==> src/rtl/hlfa_pkg.sv <==
// Shared types and constants for the hole-list fit allocator.
// Used by the hole chain, its slots, the divider and the top level.
package hlfa_pkg;

  localparam int MAX_HOLES        = 64;
  localparam int MAX_ALLOCS       = 64;
  localparam int MAX_REGION_WORDS = 65536;
  localparam int SCAN_LEN         = (MAX_HOLES > MAX_ALLOCS) ? MAX_HOLES : MAX_ALLOCS;

  localparam int HIDX_W  = $clog2(MAX_HOLES);
  localparam int HCNT_W  = $clog2(MAX_HOLES + 1);
  localparam int AIDX_W  = $clog2(MAX_ALLOCS);
  localparam int CNT_W   = $clog2(SCAN_LEN + 1);
  localparam int START_W = 16;
  localparam int LEN_W   = 17;
  localparam int WB_W    = 5;
  localparam int REQ_W   = 21;
  localparam int OFF_W   = 20;
  localparam int NEED_W  = REQ_W + 1;
  localparam int PROD_W  = LEN_W + WB_W;
  localparam int WB_MAX  = 16;

  localparam logic [1:0] ST_OK        = 2'd0;
  localparam logic [1:0] ST_INVALID   = 2'd1;
  localparam logic [1:0] ST_NOT_READY = 2'd2;
  localparam logic [1:0] ST_FULL      = 2'd3;

  localparam logic [1:0] MODE_ALLOC = 2'd0;
  localparam logic [1:0] MODE_FREE  = 2'd1;
  localparam logic [1:0] MODE_INIT  = 2'd2;

  localparam logic [1:0] CFG_WORD_BYTES   = 2'd0;
  localparam logic [1:0] CFG_REGION_WORDS = 2'd1;
  localparam logic [1:0] CFG_FIT_POLICY   = 2'd2;

  typedef struct packed {
    logic [1:0]       mode;
    logic [REQ_W-1:0] request_bytes;
    logic [OFF_W-1:0] release_offset;
  } in_item_t;

  typedef struct packed {
    logic [1:0]       status;
    logic [OFF_W-1:0] byte_offset;
    logic [LEN_W-1:0] granted_words;
  } out_item_t;

  typedef struct packed {
    logic [START_W-1:0] start;
    logic [LEN_W-1:0]   len;
  } hole_t;

  typedef enum logic [2:0] {
    HOP_NONE,
    HOP_UPD,
    HOP_REM,
    HOP_INS,
    HOP_UPD_REM
  } hole_op_e;

  typedef struct packed {
    hole_op_e          op;
    logic [HIDX_W-1:0] pos;
    hole_t             data;
  } hole_cmd_t;

endpackage

==> src/rtl/hlfa_divider.sv <==
// Restoring divider, one quotient bit per cycle: byte count by word size.
// Depends on hlfa_pkg.
module hlfa_divider (
  input  logic                        clk_i,
  input  logic                        rst_ni,
  input  logic                        start_i,
  input  logic [hlfa_pkg::REQ_W-1:0]  dividend_i,
  input  logic [hlfa_pkg::WB_W-1:0]   divisor_i,
  output logic                        done_o,
  output logic [hlfa_pkg::REQ_W-1:0]  quot_o,
  output logic                        rem_nz_o
);
  import hlfa_pkg::*;

  localparam int STEP_W = $clog2(REQ_W + 1);

  logic              active_q, done_q;
  logic [STEP_W-1:0] cnt_q;
  logic [REQ_W-1:0]  quot_q;
  logic [WB_W-1:0]   rem_q, dvs_q;
  logic [WB_W:0]     sh, diff;
  logic              ge;

  always_comb begin
    sh   = {rem_q, quot_q[REQ_W-1]};
    ge   = sh >= {1'b0, dvs_q};
    diff = sh - {1'b0, dvs_q};
  end

  always_ff @(posedge clk_i or negedge rst_ni) begin
    if (!rst_ni) begin
      active_q <= 1'b0;
      done_q   <= 1'b0;
      cnt_q    <= '0;
      quot_q   <= '0;
      rem_q    <= '0;
      dvs_q    <= '0;
    end else if (start_i) begin
      active_q <= 1'b1;
      done_q   <= 1'b0;
      cnt_q    <= '0;
      quot_q   <= dividend_i;
      rem_q    <= '0;
      dvs_q    <= divisor_i;
    end else if (active_q) begin
      rem_q  <= ge ? diff[WB_W-1:0] : sh[WB_W-1:0];
      quot_q <= {quot_q[REQ_W-2:0], ge};
      cnt_q  <= cnt_q + 1'b1;
      if (cnt_q == STEP_W'(REQ_W - 1)) begin
        active_q <= 1'b0;
        done_q   <= 1'b1;
      end
    end else begin
      done_q <= 1'b0;
    end
  end

  assign done_o   = done_q;
  assign quot_o   = quot_q;
  assign rem_nz_o = rem_q != '0;

endmodule

==> config.mk <==
export PLATFORM = sky130hd
export DESIGN_NAME = hlfa_divider
export DESIGN_NICKNAME = d
export VERILOG_FILES = /design/src/rtl/hlfa_pkg.sv /design/src/rtl/hlfa_divider.sv
export SDC_FILE = /design/constraint.sdc
export NUM_CORES = 1
export LEC_CHECK = 0
export ABC_AREA = 1
export ABC_CLOCK_PERIOD_IN_PS = 2200
export BUFFER_PORTS_ARGS = -buffer_cell sky130_fd_sc_hd__buf_2
export CAP_MARGIN = 5
export CORE_MARGIN = 1.5
export CORE_UTILIZATION = 52
export DETAILED_ROUTE_END_ITERATION = 6
export PLACE_DENSITY = 0.85
export SYNTH_ARGS = -nofsm -noshare
export SYNTH_HDL_FRONTEND = slang
export SYNTH_SLANG_ARGS = --single-unit
==> constraint.sdc <==
create_clock -name clk_i -period 2.2 [get_ports clk_i]
set_clock_uncertainty 0.1 [all_clocks]
set_input_delay 0.11 -clock clk_i [delete_from_list [all_inputs] [get_ports clk_i]]
set_output_delay 0.11 -clock clk_i [all_outputs]
set_load 0.02 [all_outputs]
==> qor.yml <==
outcome:
  outcome: "finished, final reports clean"
floorplanning:
  rows: 22
  io_pins: 52
  initial_core_util_pct: 54.5
  die_h_um: 65.2
  die_area_um2: 4250
  core_um2: 3690
  die_x_um: 65.2
sta:
  fin_tns_setup_ps: 0
  layout_min_cycle_time_ps: 1920
  maxSlewViolCount: 0
  timing.hold.ws_ps: 73.3
  max_slew_margin_pct: 44.4
  worst_pin_slew_ps: 834
  hold_violations: 0
  setup_viol: 0
  period_share_pct: 87.5
  max_freq_mhz: 520
  rsz0062_at_grt: "no"
placed_design:
  place_area_um2: 2270
  port_buffers: 51
  hpwl_um: 3230
  routabilityCongestion: 0.919
grt:
  grt_max_degree: 39
  gr-usage-all-layers_pct: 29.2
  grt_pass1_wl_um: 9250
  antenna_found_initial: 0
  grt_pass1_vias: 2006
  gr-total-overflow: 0
cts:
  insertion_delay_ps: 300
  cts_resized: 0
  root_buffer: "clkbuf_8"
  cts_sinks: 38
  numCtsBuffers: 5
  cts_buffer_depth: 2
  hold_buffers: 27
  cts_setup_buffers: 0
  path_clk_slew_ps: 70
  cts_tree: "done"
  htreeDepth: 2
detailed_routing:
  drt-initial-drc-count: 98
  drc: 0
  vias: 1876
  dr.pass1.iters: 5
  final_antenna_net_count: 0
  routed_wirelength_um: 5410
  via_per_inst: 5.30
  wl_per_cell_um: 15.3
layout:
  fin_nets: 342
  fin_area_um2: 2640
  n_fill_cell: 247
  layout-drive-gt1-share_pct: 26.1
  multi_input_area_um2: 873
  area_growth_syn_to_layout_pct: 31.1
  n_antenna_cell: 0
  seq_area_um2: 951
logic_synthesis:
  syn-num-nets: 264
  ys_seq_area_share_pct: 47.3
  yosysMostFrequentCell: "nand2_1"
  netlist_area_um2: 2010
  synth_cells: 227
  yosys_warnings: 0
  synth-edff-count: 0
  synth_area_leaders: "dfrtp_1 (47%), nand2_1 (13%), nand3_1 (5.7%)"
  synth_top_area_share_pct: 47.3
  async_reset_ff_share_pct: 100
  synth_area_per_cell_um2: 8.86
  ys.flop_type: "dfrtp_1"
  synth.distinct_cells: 31
  ys_seq_elements: 38
  synth_common_cells: "nand2_1 (71), dfrtp_1 (38), inv_1 (29), nand3_1 (23), ha_1 (7)"
  synth_top_area_cell: "dfrtp_1"
critical_path:
  cpMaxStageDelayCell: "fa_1"
  crit_type: "flip-flop to flip-flop"
  crit_chain: "inv_1 -> ha_1 -> fa_1 -> inv_1 -> nand2_1 -> nand2_2 -> nand3_4 -> nand2_4 -> nand2_1 -> nand3_1 -> nand2_1"
  critPathMaxFanout: 7
  cp.buffers_inverters: 2
  required_ps: 2290
  critPathLaunchType: "flip-flop"
  critPathMostFrequentCell: "nand2_1"
  crit_path_end_kind: "flip-flop"
  critical_path_arrival_ps: 2020
  slowest_delay_ps: 410
  critPathTopFamily: "adder cells"
worst_hold_path:
  hp-class: "primary input to flip-flop"
power_and_ir_drop:
  peakVddDrop_uv: 625
  power.leakage_nw: 1.35
  p_per_area_nw_per_um2: 839
job:
  maxCapViolCount: 0
-- sequential cells by signal, summed over array words and instances, names as in the netlist --
| signal | flops |
|---|---|
| quot_o | 21 |
| rem_q | 5 |
| dvs_q | 5 |
| cnt_q | 5 |
| done_o | 1 |
| active_q | 1 |
-- path summary, 6_finish.rpt --
check                           startpoint        end  slack [ps]  cells past startpoint
worst min register to register    dvs_q[0]   dvs_q[0]         390                      2
worst max-delay path            quot_o[20]   rem_q[1]         280                     11
worst max register to register  quot_o[20]   rem_q[1]         280                     11
min in group asynchronous           rst_ni  quot_o[3]         390                      2
worst min-delay path               start_i   cnt_q[2]          70                      2
max in group asynchronous           rst_ni  quot_o[6]        1090                      2
-- where the power goes --
part | internal, mW | total [mW] | switching, mW
Sequential | 0.790 | 0.873 | 0.0830
Clock | 0.252 | 0.510 | 0.258
Combinational | 0.323 | 0.828 | 0.506
Total | 1.36 | 2.21 | 0.847
-- cells in the final DEF (no fill, tap or decap), types with 2 or more instances in the layout --
master,count
a21oi_1,6
buf_2,51
clkbuf_8,6
dfrtp_1,38
dlygate4sd3_1,27
ha_1,7
inv_1,29
inv_2,3
nand2_1,71
nand2_4,2
nand3_1,23
nor2_1,2
nor2_4,2
nor3_1,4
o211ai_1,2
o211ai_2,3
o21ai_0,4
o21ai_1,2
o221ai_1,4
o221ai_2,6
-- cell type report --
cell class / count / share of cell area, %
multi-input cells: 148 / 33.1
inverters: 33 / 4.70
well taps: 48 / 2.28
clock buffers: 6 / 3.13
flip-flops and latches: 38 / 36.1
repair buffers: 79 / 20.2
clock inverters: 2 / 0.475
-- per-stage QoR --
stage	utilization (%)	instances	power, mW	setup slack [ps]
6_report	71.5	354	2.21	275
5_1_grt	71.5	354	2.36	115
4_1_cts	71.5	354	2.19	288
3_5_place_dp	61.6	319	1.64	299
3_3_place_gp	61.6	319	1.62	398
2_1_floorplan	-	227	1.44	287
-- routing by layer --
metal,GRT usage [%],up-vias,wire (µm)
met5,0,-,0
met4,15.9,0,187
met3,7.36,20,368
met2,48.0,86,2630
met1,35.2,880,2230
li1,-,890,-
-- cell families (layout without fill, tap and decap cells) --
family                   after synthesis  in the layout  share of synthesized area [%]
XOR/XNOR                               1              1                          0.436
AO/OA/AOI/OAI                         27             27                           11.8
buffers and inverters                 41            120                           9.27
flip-flops                            38             38                           47.3
AND/OR/NAND/NOR                      112            112                           25.8
adder cells (fa/ha/maj)                8              8                           5.35
No activity file was read; power rests on OpenSTA's default activity.
